### src/design/mlbc_pkg.sv
// ----------------------------------------------------------------------------
// mlbc_pkg
// Shared constants, codes and types of the multi-LED blink controller.
// ----------------------------------------------------------------------------
package mlbc_pkg;

  // Number of LEDs driven, numbered from 1 on the ports.
  localparam int LED_COUNT = 8;
  localparam int IDX_W     = (LED_COUNT > 1) ? $clog2(LED_COUNT) : 1;

  localparam int TICKS_W   = 16;
  localparam int LED_W     = 4;
  localparam int MODE_W    = 3;
  localparam int CMD_W     = 2;
  localparam int CFG_IDX_W = 3;

  // Queue depths must be powers of two; the pointers wrap by overflow.
  localparam int CMDQ_DEPTH = 2;
  localparam int CMDQ_AW    = $clog2(CMDQ_DEPTH);
  localparam int OUTQ_DEPTH = 2;
  localparam int OUTQ_AW    = $clog2(OUTQ_DEPTH);

  // Command codes.
  localparam logic [CMD_W-1:0] CMD_TICK    = 2'd0;
  localparam logic [CMD_W-1:0] CMD_SET     = 2'd1;
  localparam logic [CMD_W-1:0] CMD_ALL_OFF = 2'd2;
  localparam logic [CMD_W-1:0] CMD_RSVD    = 2'd3;

  // Light and device mode codes.
  localparam logic [MODE_W-1:0] MODE_OFF    = 3'd0;
  localparam logic [MODE_W-1:0] MODE_ON     = 3'd1;
  localparam logic [MODE_W-1:0] MODE_SLOW   = 3'd2;
  localparam logic [MODE_W-1:0] MODE_MEDIUM = 3'd3;
  localparam logic [MODE_W-1:0] MODE_QUICK  = 3'd4;

  // Configuration register indexes.
  localparam logic [CFG_IDX_W-1:0] REG_SW_FLASH   = 3'd0;
  localparam logic [CFG_IDX_W-1:0] REG_SLOW_ON    = 3'd1;
  localparam logic [CFG_IDX_W-1:0] REG_SLOW_OFF   = 3'd2;
  localparam logic [CFG_IDX_W-1:0] REG_MEDIUM_ON  = 3'd3;
  localparam logic [CFG_IDX_W-1:0] REG_MEDIUM_OFF = 3'd4;
  localparam logic [CFG_IDX_W-1:0] REG_QUICK_ON   = 3'd5;
  localparam logic [CFG_IDX_W-1:0] REG_QUICK_OFF  = 3'd6;

  // Reset values of the flash timing registers.
  localparam logic [TICKS_W-1:0] RST_SLOW_ON    = 16'd1000;
  localparam logic [TICKS_W-1:0] RST_SLOW_OFF   = 16'd200;
  localparam logic [TICKS_W-1:0] RST_MEDIUM_ON  = 16'd600;
  localparam logic [TICKS_W-1:0] RST_MEDIUM_OFF = 16'd200;
  localparam logic [TICKS_W-1:0] RST_QUICK_ON   = 16'd300;
  localparam logic [TICKS_W-1:0] RST_QUICK_OFF  = 16'd200;

  typedef enum logic [1:0] {
    OP_TICK,
    OP_SET,
    OP_ALL_OFF
  } op_kind_t;

  // A classified command as it travels from the front end to the back end.
  typedef struct packed {
    op_kind_t              kind;
    logic [IDX_W-1:0]      idx;
    logic                  wr;
    logic                  report;
    logic [LED_W-1:0]      led;
    logic [MODE_W-1:0]     mode;
    logic                  bad;
    logic [TICKS_W-1:0]    on_t;
    logic [TICKS_W-1:0]    off_t;
  } op_t;

  // One result event.
  typedef struct packed {
    logic [LED_W-1:0]  led;
    logic [MODE_W-1:0] mode;
    logic              bad;
    logic              last;
  } ev_t;

endpackage

### src/design/mlbc_front.sv
// ----------------------------------------------------------------------------
// mlbc_front
// Holds the configuration registers and turns each accepted input item into
// a classified operation for the back end.
// ----------------------------------------------------------------------------
module mlbc_front
  import mlbc_pkg::*;
(
  input  logic                 clk,
  input  logic                 rst_n,
  input  logic                 push,
  input  logic [CMD_W-1:0]     in_cmd,
  input  logic [LED_W-1:0]     in_led_number,
  input  logic [MODE_W-1:0]    in_light_mode,
  input  logic                 cfg_wr_en,
  input  logic [CFG_IDX_W-1:0] cfg_index,
  input  logic [TICKS_W-1:0]   cfg_data,
  input  logic                 q_full,
  output logic                 q_push,
  output op_t                  q_op
);

  logic               sw_flash_r;
  logic [TICKS_W-1:0] slow_on_r;
  logic [TICKS_W-1:0] slow_off_r;
  logic [TICKS_W-1:0] medium_on_r;
  logic [TICKS_W-1:0] medium_off_r;
  logic [TICKS_W-1:0] quick_on_r;
  logic [TICKS_W-1:0] quick_off_r;

  logic               led_ok;
  logic               is_flash;
  logic               is_level;
  logic [TICKS_W-1:0] sel_on;
  logic [TICKS_W-1:0] sel_off;

  always_ff @(posedge clk) begin
    if (!rst_n) begin
      sw_flash_r   <= 1'b1;
      slow_on_r    <= RST_SLOW_ON;
      slow_off_r   <= RST_SLOW_OFF;
      medium_on_r  <= RST_MEDIUM_ON;
      medium_off_r <= RST_MEDIUM_OFF;
      quick_on_r   <= RST_QUICK_ON;
      quick_off_r  <= RST_QUICK_OFF;
    end else if (cfg_wr_en) begin
      unique case (cfg_index)
        REG_SW_FLASH:   sw_flash_r   <= cfg_data[0];
        REG_SLOW_ON:    slow_on_r    <= cfg_data;
        REG_SLOW_OFF:   slow_off_r   <= cfg_data;
        REG_MEDIUM_ON:  medium_on_r  <= cfg_data;
        REG_MEDIUM_OFF: medium_off_r <= cfg_data;
        REG_QUICK_ON:   quick_on_r   <= cfg_data;
        REG_QUICK_OFF:  quick_off_r  <= cfg_data;
        default: ;
      endcase
    end
  end

  assign led_ok   = (in_led_number != '0) && (in_led_number <= LED_W'(LED_COUNT));
  assign is_level = (in_light_mode == MODE_OFF) || (in_light_mode == MODE_ON);
  assign is_flash = (in_light_mode == MODE_SLOW) || (in_light_mode == MODE_MEDIUM) ||
                    (in_light_mode == MODE_QUICK);

  always_comb begin
    unique case (in_light_mode)
      MODE_SLOW: begin
        sel_on  = slow_on_r;
        sel_off = slow_off_r;
      end
      MODE_MEDIUM: begin
        sel_on  = medium_on_r;
        sel_off = medium_off_r;
      end
      MODE_QUICK: begin
        sel_on  = quick_on_r;
        sel_off = quick_off_r;
      end
      default: begin
        sel_on  = '0;
        sel_off = '0;
      end
    endcase
  end

  always_comb begin
    unique case (in_cmd)
      CMD_TICK:    q_op.kind = OP_TICK;
      CMD_ALL_OFF: q_op.kind = OP_ALL_OFF;
      default:     q_op.kind = OP_SET;
    endcase
    // A set with a valid LED number clears the entry; only a software-timed flash loads times.
    q_op.idx    = IDX_W'(in_led_number - LED_W'(1));
    q_op.wr     = led_ok;
    q_op.report = !led_ok || is_level || (is_flash && !sw_flash_r);
    q_op.led    = in_led_number;
    q_op.mode   = led_ok ? in_light_mode : MODE_OFF;
    q_op.bad    = !led_ok;
    q_op.on_t   = (is_flash && sw_flash_r) ? sel_on : '0;
    q_op.off_t  = (is_flash && sw_flash_r) ? sel_off : '0;
  end

  // The reserved command is accepted and dropped.
  assign q_push = push && !q_full && (in_cmd != CMD_RSVD);

endmodule

### src/design/mlbc_cmd_q.sv
// ----------------------------------------------------------------------------
// mlbc_cmd_q
// Short queue of classified operations between the front and back ends.
// ----------------------------------------------------------------------------
module mlbc_cmd_q
  import mlbc_pkg::*;
(
  input  logic clk,
  input  logic rst_n,
  input  logic wr_en,
  input  op_t  wr_op,
  output logic full,
  output logic rd_valid,
  output op_t  rd_op,
  input  logic rd_en
);

  op_t                q_r [CMDQ_DEPTH];
  logic [CMDQ_AW-1:0] wptr_r;
  logic [CMDQ_AW-1:0] rptr_r;
  logic [CMDQ_AW:0]   cnt_r;
  logic               do_wr;
  logic               do_rd;

  assign full     = (cnt_r == (CMDQ_AW+1)'(CMDQ_DEPTH));
  assign rd_valid = (cnt_r != '0);
  assign rd_op    = q_r[rptr_r];
  assign do_wr    = wr_en && !full;
  assign do_rd    = rd_en && rd_valid;

  always_ff @(posedge clk) begin
    if (!rst_n) begin
      wptr_r <= '0;
      rptr_r <= '0;
      cnt_r  <= '0;
    end else begin
      if (do_wr) begin
        wptr_r <= wptr_r + 1'b1;
      end
      if (do_rd) begin
        rptr_r <= rptr_r + 1'b1;
      end
      if (do_wr && !do_rd) begin
        cnt_r <= cnt_r + 1'b1;
      end else if (do_rd && !do_wr) begin
        cnt_r <= cnt_r - 1'b1;
      end
    end
  end

  always_ff @(posedge clk) begin
    if (do_wr) begin
      q_r[wptr_r] <= wr_op;
    end
  end

endmodule

### src/design/mlbc_back.sv
// ----------------------------------------------------------------------------
// mlbc_back
// Carries out operations on the per-LED blink entries and queues the events;
// tick scans and all-off take one entry per cycle unless a full queue stalls.
// ----------------------------------------------------------------------------
module mlbc_back
  import mlbc_pkg::*;
(
  input  logic clk,
  input  logic rst_n,
  input  logic op_valid,
  input  op_t  op,
  output logic op_pop,
  input  logic pop,
  output logic empty,
  output ev_t  head
);

  typedef enum logic [1:0] {
    ST_IDLE,
    ST_TICK,
    ST_CLEAR
  } state_t;

  state_t           state_r, state_nxt;
  logic [IDX_W-1:0] idx_r, idx_nxt;

  // Per-LED entries.
  logic [TICKS_W-1:0]   on_r  [LED_COUNT];
  logic [TICKS_W-1:0]   off_r [LED_COUNT];
  logic [TICKS_W-1:0]   rem_r [LED_COUNT];
  logic [LED_COUNT-1:0] lit_r;
  logic [LED_COUNT-1:0] started_r;

  // Entry write port.
  logic               ent_we;
  logic [IDX_W-1:0]   ent_idx;
  logic [TICKS_W-1:0] ent_on;
  logic [TICKS_W-1:0] ent_off;
  logic [TICKS_W-1:0] ent_rem;
  logic               ent_lit;
  logic               ent_started;

  // Tick step on the entry under the scan index.
  logic [TICKS_W-1:0]   cur_on;
  logic [TICKS_W-1:0]   cur_off;
  logic [TICKS_W-1:0]   cur_rem;
  logic                 cur_lit;
  logic                 cur_started;
  logic                 step_emit;
  logic                 new_lit;
  logic [TICKS_W-1:0]   new_rem;
  logic [LED_COUNT-1:0] emit_mask;
  logic                 later_emit;
  logic                 last_idx;
  logic                 step_go;

  // Output queue.
  ev_t                outq_r [OUTQ_DEPTH];
  logic [OUTQ_AW-1:0] out_wptr_r;
  logic [OUTQ_AW-1:0] out_rptr_r;
  logic [OUTQ_AW:0]   out_cnt_r;
  logic               out_full;
  logic               ev_push;
  ev_t                ev;
  logic               do_pop;

  assign cur_on      = on_r[idx_r];
  assign cur_off     = off_r[idx_r];
  assign cur_rem     = rem_r[idx_r];
  assign cur_lit     = lit_r[idx_r];
  assign cur_started = started_r[idx_r];
  assign last_idx    = (idx_r == IDX_W'(LED_COUNT - 1));

  assign step_emit = (cur_on != '0) && (!cur_started || (cur_rem == '0));
  assign new_lit   = !cur_started ? 1'b1 : ((cur_rem == '0) ? !cur_lit : cur_lit);

  always_comb begin
    if (cur_on == '0) begin
      new_rem = cur_rem;
    end else if (!cur_started) begin
      new_rem = cur_on;
    end else if (cur_rem == '0) begin
      new_rem = new_lit ? cur_on : cur_off;
    end else begin
      new_rem = cur_rem - 1'b1;
    end
  end

  // An event is the last of a tick when no later entry of the scan will emit.
  // Later entries are untouched so far, so their present state decides.
  always_comb begin
    for (int j = 0; j < LED_COUNT; j++) begin
      emit_mask[j] = (on_r[j] != '0) && (!started_r[j] || (rem_r[j] == '0)) &&
                     (IDX_W'(j) > idx_r);
    end
    later_emit = |emit_mask;
  end

  assign out_full = (out_cnt_r == (OUTQ_AW+1)'(OUTQ_DEPTH));
  assign empty    = (out_cnt_r == '0);
  assign head     = outq_r[out_rptr_r];
  assign do_pop   = pop && !empty;

  always_comb begin
    state_nxt   = state_r;
    idx_nxt     = idx_r;
    op_pop      = 1'b0;
    step_go     = 1'b0;
    ev_push     = 1'b0;
    ev          = '{led: op.led, mode: op.mode, bad: op.bad, last: 1'b1};
    ent_we      = 1'b0;
    ent_idx     = idx_r;
    ent_on      = cur_on;
    ent_off     = cur_off;
    ent_rem     = new_rem;
    ent_lit     = new_lit;
    ent_started = cur_started || (cur_on != '0);
    unique case (state_r)
      ST_IDLE: begin
        if (op_valid) begin
          unique case (op.kind)
            OP_TICK: begin
              op_pop    = 1'b1;
              idx_nxt   = '0;
              state_nxt = ST_TICK;
            end
            OP_ALL_OFF: begin
              op_pop    = 1'b1;
              idx_nxt   = '0;
              state_nxt = ST_CLEAR;
            end
            OP_SET: begin
              if (!(op.report && out_full)) begin
                op_pop      = 1'b1;
                ev_push     = op.report;
                ent_we      = op.wr;
                ent_idx     = op.idx;
                ent_on      = op.on_t;
                ent_off     = op.off_t;
                ent_rem     = '0;
                ent_lit     = 1'b0;
                ent_started = 1'b0;
              end
            end
            default: begin
              op_pop = 1'b1;
            end
          endcase
        end
      end
      ST_TICK: begin
        step_go = !(step_emit && out_full);
        if (step_go) begin
          ent_we  = 1'b1;
          ev_push = step_emit;
          ev      = '{led: LED_W'(idx_r) + LED_W'(1), mode: MODE_W'(new_lit),
                      bad: 1'b0, last: !later_emit};
        end
      end
      ST_CLEAR: begin
        step_go = !out_full;
        if (step_go) begin
          ent_we      = 1'b1;
          ent_on      = '0;
          ent_off     = '0;
          ent_rem     = '0;
          ent_lit     = 1'b0;
          ent_started = 1'b0;
          ev_push     = 1'b1;
          ev          = '{led: LED_W'(idx_r) + LED_W'(1), mode: MODE_OFF,
                          bad: 1'b0, last: last_idx};
        end
      end
      default: begin
        state_nxt = ST_IDLE;
      end
    endcase
    if (step_go) begin
      if (last_idx) begin
        state_nxt = ST_IDLE;
      end else begin
        idx_nxt = idx_r + 1'b1;
      end
    end
  end

  always_ff @(posedge clk) begin
    if (!rst_n) begin
      state_r <= ST_IDLE;
      idx_r   <= '0;
    end else begin
      state_r <= state_nxt;
      idx_r   <= idx_nxt;
    end
  end

  always_ff @(posedge clk) begin
    if (!rst_n) begin
      for (int j = 0; j < LED_COUNT; j++) begin
        on_r[j]  <= '0;
        off_r[j] <= '0;
        rem_r[j] <= '0;
      end
      lit_r     <= '0;
      started_r <= '0;
    end else if (ent_we) begin
      on_r[ent_idx]      <= ent_on;
      off_r[ent_idx]     <= ent_off;
      rem_r[ent_idx]     <= ent_rem;
      lit_r[ent_idx]     <= ent_lit;
      started_r[ent_idx] <= ent_started;
    end
  end

  always_ff @(posedge clk) begin
    if (!rst_n) begin
      out_wptr_r <= '0;
      out_rptr_r <= '0;
      out_cnt_r  <= '0;
    end else begin
      if (ev_push) begin
        out_wptr_r <= out_wptr_r + 1'b1;
      end
      if (do_pop) begin
        out_rptr_r <= out_rptr_r + 1'b1;
      end
      if (ev_push && !do_pop) begin
        out_cnt_r <= out_cnt_r + 1'b1;
      end else if (do_pop && !ev_push) begin
        out_cnt_r <= out_cnt_r - 1'b1;
      end
    end
  end

  always_ff @(posedge clk) begin
    if (ev_push) begin
      outq_r[out_wptr_r] <= ev;
    end
  end

`ifndef SYNTHESIS
  a_outq_bound: assert property (@(posedge clk) disable iff (!rst_n)
    out_cnt_r <= (OUTQ_AW+1)'(OUTQ_DEPTH))
    else $error("output queue count above its depth");

  a_no_push_full: assert property (@(posedge clk) disable iff (!rst_n)
    ev_push |-> !out_full)
    else $error("event pushed into a full output queue");

  a_stall_holds_idx: assert property (@(posedge clk) disable iff (!rst_n)
    (state_r != ST_IDLE && !step_go) |=> $stable(idx_r))
    else $error("scan index moved during a stall");

  a_started_has_on: assert property (@(posedge clk) disable iff (!rst_n)
    started_r[idx_r] |-> (on_r[idx_r] != '0))
    else $error("entry started without an on time");
`endif

endmodule

### src/design/multi_led_blink_controller.sv
// ----------------------------------------------------------------------------
// multi_led_blink_controller
// Blink controller for a row of guide LEDs: set, all-off and tick commands
// in, level and flash events out.
// ----------------------------------------------------------------------------
//  Channel  Ports                                         Transfer when
//  input    in_cmd, in_led_number, in_light_mode          push && !full
//  result   out_led, out_device_mode, out_bad_index,      pop && !empty
//           out_last
//  config   cfg_index, cfg_data                           cfg_wr_en
//
// A set command is carried out as it is dequeued. A tick or an all-off command
// is dequeued first; after that the LED entries are visited one by one, in order,
// through a single update path.
// The front end keeps accepting into a two-entry operation queue while the
// back end works; a full result queue stalls the entry scan in place.
// Reset is synchronous; it restores the register defaults and clears all LED
// entries and both queues at once.
// ----------------------------------------------------------------------------
module multi_led_blink_controller
  import mlbc_pkg::*;
(
  input  logic                 clk,
  input  logic                 rst_n,
  input  logic                 push,
  output logic                 full,
  input  logic [CMD_W-1:0]     in_cmd,
  input  logic [LED_W-1:0]     in_led_number,
  input  logic [MODE_W-1:0]    in_light_mode,
  output logic                 empty,
  input  logic                 pop,
  output logic [LED_W-1:0]     out_led,
  output logic [MODE_W-1:0]    out_device_mode,
  output logic                 out_bad_index,
  output logic                 out_last,
  input  logic                 cfg_wr_en,
  input  logic [CFG_IDX_W-1:0] cfg_index,
  input  logic [TICKS_W-1:0]   cfg_data
);

  logic q_push;
  op_t  q_wr_op;
  logic q_valid;
  op_t  q_rd_op;
  logic q_pop;
  ev_t  head;

  mlbc_front u_front (
    .clk           (clk),
    .rst_n         (rst_n),
    .push          (push),
    .in_cmd        (in_cmd),
    .in_led_number (in_led_number),
    .in_light_mode (in_light_mode),
    .cfg_wr_en     (cfg_wr_en),
    .cfg_index     (cfg_index),
    .cfg_data      (cfg_data),
    .q_full        (full),
    .q_push        (q_push),
    .q_op          (q_wr_op)
  );

  mlbc_cmd_q u_cmd_q (
    .clk      (clk),
    .rst_n    (rst_n),
    .wr_en    (q_push),
    .wr_op    (q_wr_op),
    .full     (full),
    .rd_valid (q_valid),
    .rd_op    (q_rd_op),
    .rd_en    (q_pop)
  );

  mlbc_back u_back (
    .clk      (clk),
    .rst_n    (rst_n),
    .op_valid (q_valid),
    .op       (q_rd_op),
    .op_pop   (q_pop),
    .pop      (pop),
    .empty    (empty),
    .head     (head)
  );

  assign out_led         = head.led;
  assign out_device_mode = head.mode;
  assign out_bad_index   = head.bad;
  assign out_last        = head.last;

endmodule

### config.mk
export PLATFORM = sky130hd
export DESIGN_NAME = multi_led_blink_controller
export DESIGN_NICKNAME = d
export VERILOG_FILES = /design/src/design/mlbc_pkg.sv /design/src/design/mlbc_front.sv /design/src/design/mlbc_cmd_q.sv /design/src/design/mlbc_back.sv /design/src/design/multi_led_blink_controller.sv
export SDC_FILE = /design/constraint.sdc
export NUM_CORES = 1
export LEC_CHECK = 0
export BUFFER_PORTS_ARGS = -buffer_cell sky130_fd_sc_hd__buf_2
export CORE_UTILIZATION = 57
export DETAILED_ROUTE_END_ITERATION = 7
export GPL_ROUTABILITY_DRIVEN = 1
export PLACE_DENSITY = 0.79
export SLEW_MARGIN = 20
export SYNTH_ARGS = -nofsm -noshare
export SYNTH_HDL_FRONTEND = slang
export SYNTH_SLANG_ARGS = --single-unit
### constraint.sdc
create_clock -name clk -period 5.73 [get_ports clk]
set_clock_uncertainty 0.15 [all_clocks]
set_input_delay 0.8595 -clock clk [delete_from_list [all_inputs] [get_ports clk]]
set_output_delay 0.8595 -clock clk [all_outputs]
set_load 0.005 [all_outputs]
### Word level (Yosys, flattened, before mapping)

Memory sizes are Yosys's and may differ from the RTL's. A register that Yosys moved wholly into a read port is not among the register bits.
Index checks and enable logic that the tools add are counted.

* add/sub/neg operators: 12
* $lt $le $gt $ge: 12
* eq/ne operators: 19
* mux-type cells: 106
* reduce and logical (&&, ||, !) cells: 110

Operators with widths (count)
* $mux W16: 21
* $logic_not A16 Y1: 10
* $reduce_bool A16 Y1: 9
* $pmux W16 S2: 3
* $pmux W16 S3: 2
* $mux W3: 16
* $reduce_or A16 Y1: 3
* $mux W1: 41
* $logic_and A1 B1 Y1: 32
* $logic_not A1 Y1: 21
* $mux W9: 2
* $pmux W9 S2: 1
* $bwmux W8: 2
* $sub A16 B1 Y16 const B: 1
* $eq A3 B3 Y1 const B: 5
* $logic_or A1 B1 Y1: 15
* $mux W2: 7
* $reduce_and A2 Y1: 7
* $eq A3 B2 Y1 const B: 4
* $gt A3 B3 Y1 const A: 4
* $pmux W2 S2: 3
* $eq A2 B2 Y1 const B: 5
* $logic_not A2 Y1: 4
* $lt A3 B4 Y1 const B: 2
* other kinds (22): 39

* flip-flop bits (word level): 126
* RAM bits: 496
* input bits: 33
* output and inout port bits: 11
* logic and storage cells: 281
* memories: 5

Memory list
* u_back.off_r: words 8, width 16, read ports 1, clocked after memory_dff 1, write ports 8, line mlbc_back.sv:30 `logic [TICKS_W-1:0] off_r [LED_COUNT];`
* u_back.on_r: words 8, width 16, read ports 9, clocked after memory_dff 1, write ports 8, line mlbc_back.sv:29 `logic [TICKS_W-1:0] on_r [LED_COUNT];`
* u_back.rem_r: words 8, width 16, read ports 9, clocked after memory_dff 1, write ports 8, line mlbc_back.sv:31 `logic [TICKS_W-1:0] rem_r [LED_COUNT];`
* u_cmd_q.q_r: words 2, width 47, read ports 1, clocked after memory_dff 1, write ports 1, line mlbc_cmd_q.sv:18 `op_t q_r [CMDQ_DEPTH];`
* u_back.outq_r: words 2, width 9, read ports 1, clocked after memory_dff 1, write ports 1, line mlbc_back.sv:59 `ev_t outq_r [OUTQ_DEPTH];`

### Longest topological paths before layout

* depth after elaboration: 14
* mapped depth: 20
* gate-level depth less buffers: 11

### Cells and area by module

Synthesis repeated with hierarchy kept, for this count alone.

* cells, all modules: 2241
* area, all modules: 28333.4 um^2

By module, submodules not included
* mlbc_back: times used 1, cells an instance 1596, area each 20525.9 um^2, seq. area each 12592.1 um^2
* mlbc_front: times used 1, cells an instance 474, area each 4175.3 um^2, seq. area each 1941.9 um^2
* mlbc_cmd_q: times used 1, cells an instance 171, area each 3632.2 um^2, seq. area each 2922.8 um^2

### Least setup slack after synthesis

No wires, ideal clock.

* path type: register to register
* from: register u_back.idx_r[2]
* to: memory u_back.off_r[5][0], enable pin
* library setup time: 0.472 ns
* arrival: 4.700 ns
* slack: 0.408 ns
* stages on the path, launching flop included: 20
* period minus slack after synthesis: 5.322 ns
* path through: dfxtp_1 -> buf_2 -> buf_4 -> buf_4 -> buf_2 -> buf_2 -> buf_2 -> buf_1 -> mux4_2 -> mux2i_1 -> ha_1 -> nand3b_1 -> or2_2 -> buf_4 -> o31ai_4 -> nand3_4 -> buf_6 -> buf_2 -> a31oi_1 -> inv_1

RTL lines
* start, declared: line mlbc_back.sv:26 `logic [IDX_W-1:0] idx_r, idx_nxt;`
* start signal, assigned: line mlbc_back.sv:194 `idx_r <= idx_nxt;`
* end, declared: line mlbc_back.sv:30

==> impl_metrics.env <==
export IMPL_status="completed"
export IMPL_n_antenna_cell=0
export IMPL_cp_arrival_ns=5.49
export IMPL_ys_seq_elements=624
export IMPL_critPathLaunchType="register"
export IMPL_min_from="in_cmd[0]"
export IMPL_synth_top_family_by_area="simple AND/OR/NAND/NOR gates"
export IMPL_io_pins=44
export IMPL_hold_path_end="u_cmd_q.q_r[0][45]"
export IMPL_cts_hold_buf=0
export IMPL_p_per_area_nw_per_um2=410
export IMPL_place_ws_ns=0.704
export IMPL_antenna_found_initial=0
export IMPL_avgRoutedWirePerCell_um=26.2
export IMPL_drv_cap=0
export IMPL_power_mw=13.0
export IMPL_grt_max_degree=91
export IMPL_maxSlewViolCount=0
export IMPL_maxSlewHeadroom_pct=30.8
export IMPL_yosys_warnings=0
export IMPL_routed_via_density=6.65
export IMPL_grt_use_total_pct=32.4
export IMPL_hpwl_mm=54.8
export IMPL_synth_fp_nets=2408
export IMPL_die_area_um2=51100
export IMPL_synthArstFlopShare_pct=0
export IMPL_cts_resized_gates=0
export IMPL_root_buffer="clkbuf_16"
export IMPL_core_area_um2=49300
export IMPL_worstSetupEndpointType="register"
export IMPL_hold_class="input pin to register"
export IMPL_r2r_slack_ns=0.57
export IMPL_area_growth_pct=11.1
export IMPL_avgSynthCellArea_um2=12.1
export IMPL_synthMuxAreaShare_pct=13.6
export IMPL_overflow=0
export IMPL_syn_cell_area_um2=28600
export IMPL_drt_iter0_drc=2694
export IMPL_cts_path_max_buffers=3
export IMPL_final_cell_mix="496 x edfxtp_1, 468 x nor2_1, 268 x nand2_1, 150 x mux2i_1, 139 x a21oi_1"
export IMPL_synth_edff_count=496
export IMPL_cts_made_buffers=60
export IMPL_rr_worst_depth=10
export IMPL_r2r_start="u_back.idx_r[2]"
export IMPL_rr_endpoint="u_back.on_r[0][10]"
export IMPL_critical_path_class="register to register"
export IMPL_fp_row_count=81
export IMPL_critPathMaxFanout=67
export IMPL_ys_flop_type="edfxtp_1"
export IMPL_wl_mm=81.5
export IMPL_peakVddDrop_mv=0.272
export IMPL_final_util_pct=64.5
export IMPL_start_util_pct=58.1
export IMPL_worstSkewPairLatency_ns=0.66
export IMPL_drc=0
export IMPL_grt_pass1_wl_mm=122
export IMPL_setup_viol=0
export IMPL_synth_adder_area_share_pct=0.525
export IMPL_synth_compound_area_share_pct=6.98
export IMPL_mostFrequentLayoutCell="edfxtp_1"
export IMPL_final_nets=2432
export IMPL_period_minus_slack_ns=5.16
export IMPL_crit_required_ns=6.07
export IMPL_die_h_um=226
export IMPL_rsz0062_at_grt="false"
export IMPL_firstDrtPassIters=8
export IMPL_worst_pin_slew_ns=1.04
export IMPL_leakage_nw=11.1
export IMPL_path_clk_slew_ns=0.07
export IMPL_routed_top_layer="met4"
export IMPL_drive_gt1_share_pct=14.8
export IMPL_post_cts_buffers=0
export IMPL_fin_setup_tns_ns=0
export IMPL_min_path_cells=1
export IMPL_whs_ns=0.274
export IMPL_finalHoldViolCount=0
export IMPL_wl_met2_mm=38.2
export IMPL_routabilityCongestion=0.998
export IMPL_htree_num_levels=2
export IMPL_cts_tree="yes"
export IMPL_wl_met1_mm=30.3
export IMPL_vias=20600
export IMPL_fin_crit_sh_pct=90.0
export IMPL_wl_met3_mm=8.54
export IMPL_die_x_um=226
export IMPL_port_buffers=43
export IMPL_antenna_left=0
export IMPL_synthSimpleGateAreaFrac_pct=14.7
export IMPL_cts_sinks=624
export IMPL_syn_inst=2363
export IMPL_yosysSeqAreaShare_pct=61.1
export IMPL_synth_xor_area_share_pct=0.459
export IMPL_synth_distinct_cells=78
export IMPL_crit_start="u_back.idx_r[2]"
export IMPL_setup_slack_ns=0.573
export IMPL_max_freq_mhz=194
export IMPL_grt_pass1_vias=20400
==> through the flow <==
step	instances	area, µm²
final	3103	31800
after global routing	3103	31800
after CTS	3103	31800
after detailed placement	2989	29700
after global placement	2989	29700
after floorplan	2363	28600
==> worst max-delay path, stage by stage, from the launching register on <==
cell	delay, ns
dfxtp_4	0.99
buf_4	0.55
mux4_2	0.39
mux2i_1	0.40
nand4_1	0.17
nor2_1	0.27
a21oi_1	0.30
nand3_4	0.35
nand3_2	0.64
buf_4	0.50
nor2_1	0.16
==> report_power, final <==
group | internal, mW | leakage (nW) | total, mW | switching [mW]
logic | 1.05 | 4.01 | 3.29 | 2.24
clock network | 2.37 | 1.02 | 4.15 | 1.79
registers | 5.35 | 6.07 | 5.59 | 0.232
total | 8.77 | 11.1 | 13.0 | 4.26
==> state kept, by name, indices dropped and copies added (netlist names), named ones only <==
signal                flops
u_back.idx_r              3
u_back.lit_r              8
u_back.off_r            128
u_back.on_r             128
u_back.out_cnt_r          2
u_back.out_rptr_r         1
u_back.out_wptr_r         1
u_back.outq_r            18
u_back.rem_r            128
u_back.started_r          8
u_back.state_r            2
u_cmd_q.cnt_r             2
u_cmd_q.q_r              94
u_cmd_q.rptr_r            1
u_cmd_q.wptr_r            1
u_front.medium_off_r     16
u_front.medium_on_r      16
u_front.quick_off_r      16
u_front.quick_on_r       16
u_front.slow_off_r       16
u_front.slow_on_r        16
u_front.sw_flash_r        1
==> kinds of logic (layout without fill, tap and decap cells) <==
| kind of cell | Yosys count | count (layout) |
|---|---|---|
| flops | 624 | 624 |
| compound gates | 301 | 301 |
| mux | 264 | 264 |
| fa+ha+maj | 12 | 12 |
| xor+xnor | 15 | 15 |
| buf+inv | 168 | 244 |
| simple gates | 979 | 979 |
==> how the worst max path moves through the flow <==
stage / endpoint / slack [ns] / depth (start not counted)
finish: u_back.on_r[0][10] / 0.57 / 10
global route: u_back.off_r[0][0] / 0.39 / 10
CTS: u_back.off_r[0][0] / 0.68 / 10
detailed placement: u_back.off_r[0][0] / 0.70 / 10
global placement: u_back.off_r[4][2] / 0.87 / 10
floorplan: u_back.off_r[5][0] / 0.41 / 19
==> final cells by class <==
type	count	area, µm²
Clock buffer	73	1630
Clock inverter	41	458
Fill cell	3556	17500
Inverter	22	82.6
Multi-Input combinational cell	1571	10500
Sequential cell	624	17500
Tap cell	664	831
Timing Repair Buffer	108	816
==> metal layers <==
layer	track usage (%)	up-vias
li1	-	8840
met1	41.9	10000
met2	52.1	1464
met3	5.85	286
met4	17.2	0
met5	0	-
==> synthesized netlist by cell type (38+ instances only) <==
master    number  area (µm²)
mux2i_1      150        1500
nand3_1       50         250
dfxtp_1      128        2560
nor4_1        74         463
clkbuf_1      82         308
nor2_1       472        1770
mux4_2        83        1870
buf_2         38         190
nor3_1        39         195
a21oi_1      139         696
nand2_1      268        1010
edfxtp_1     496       14900
Power figures use the tool's default switching activity.
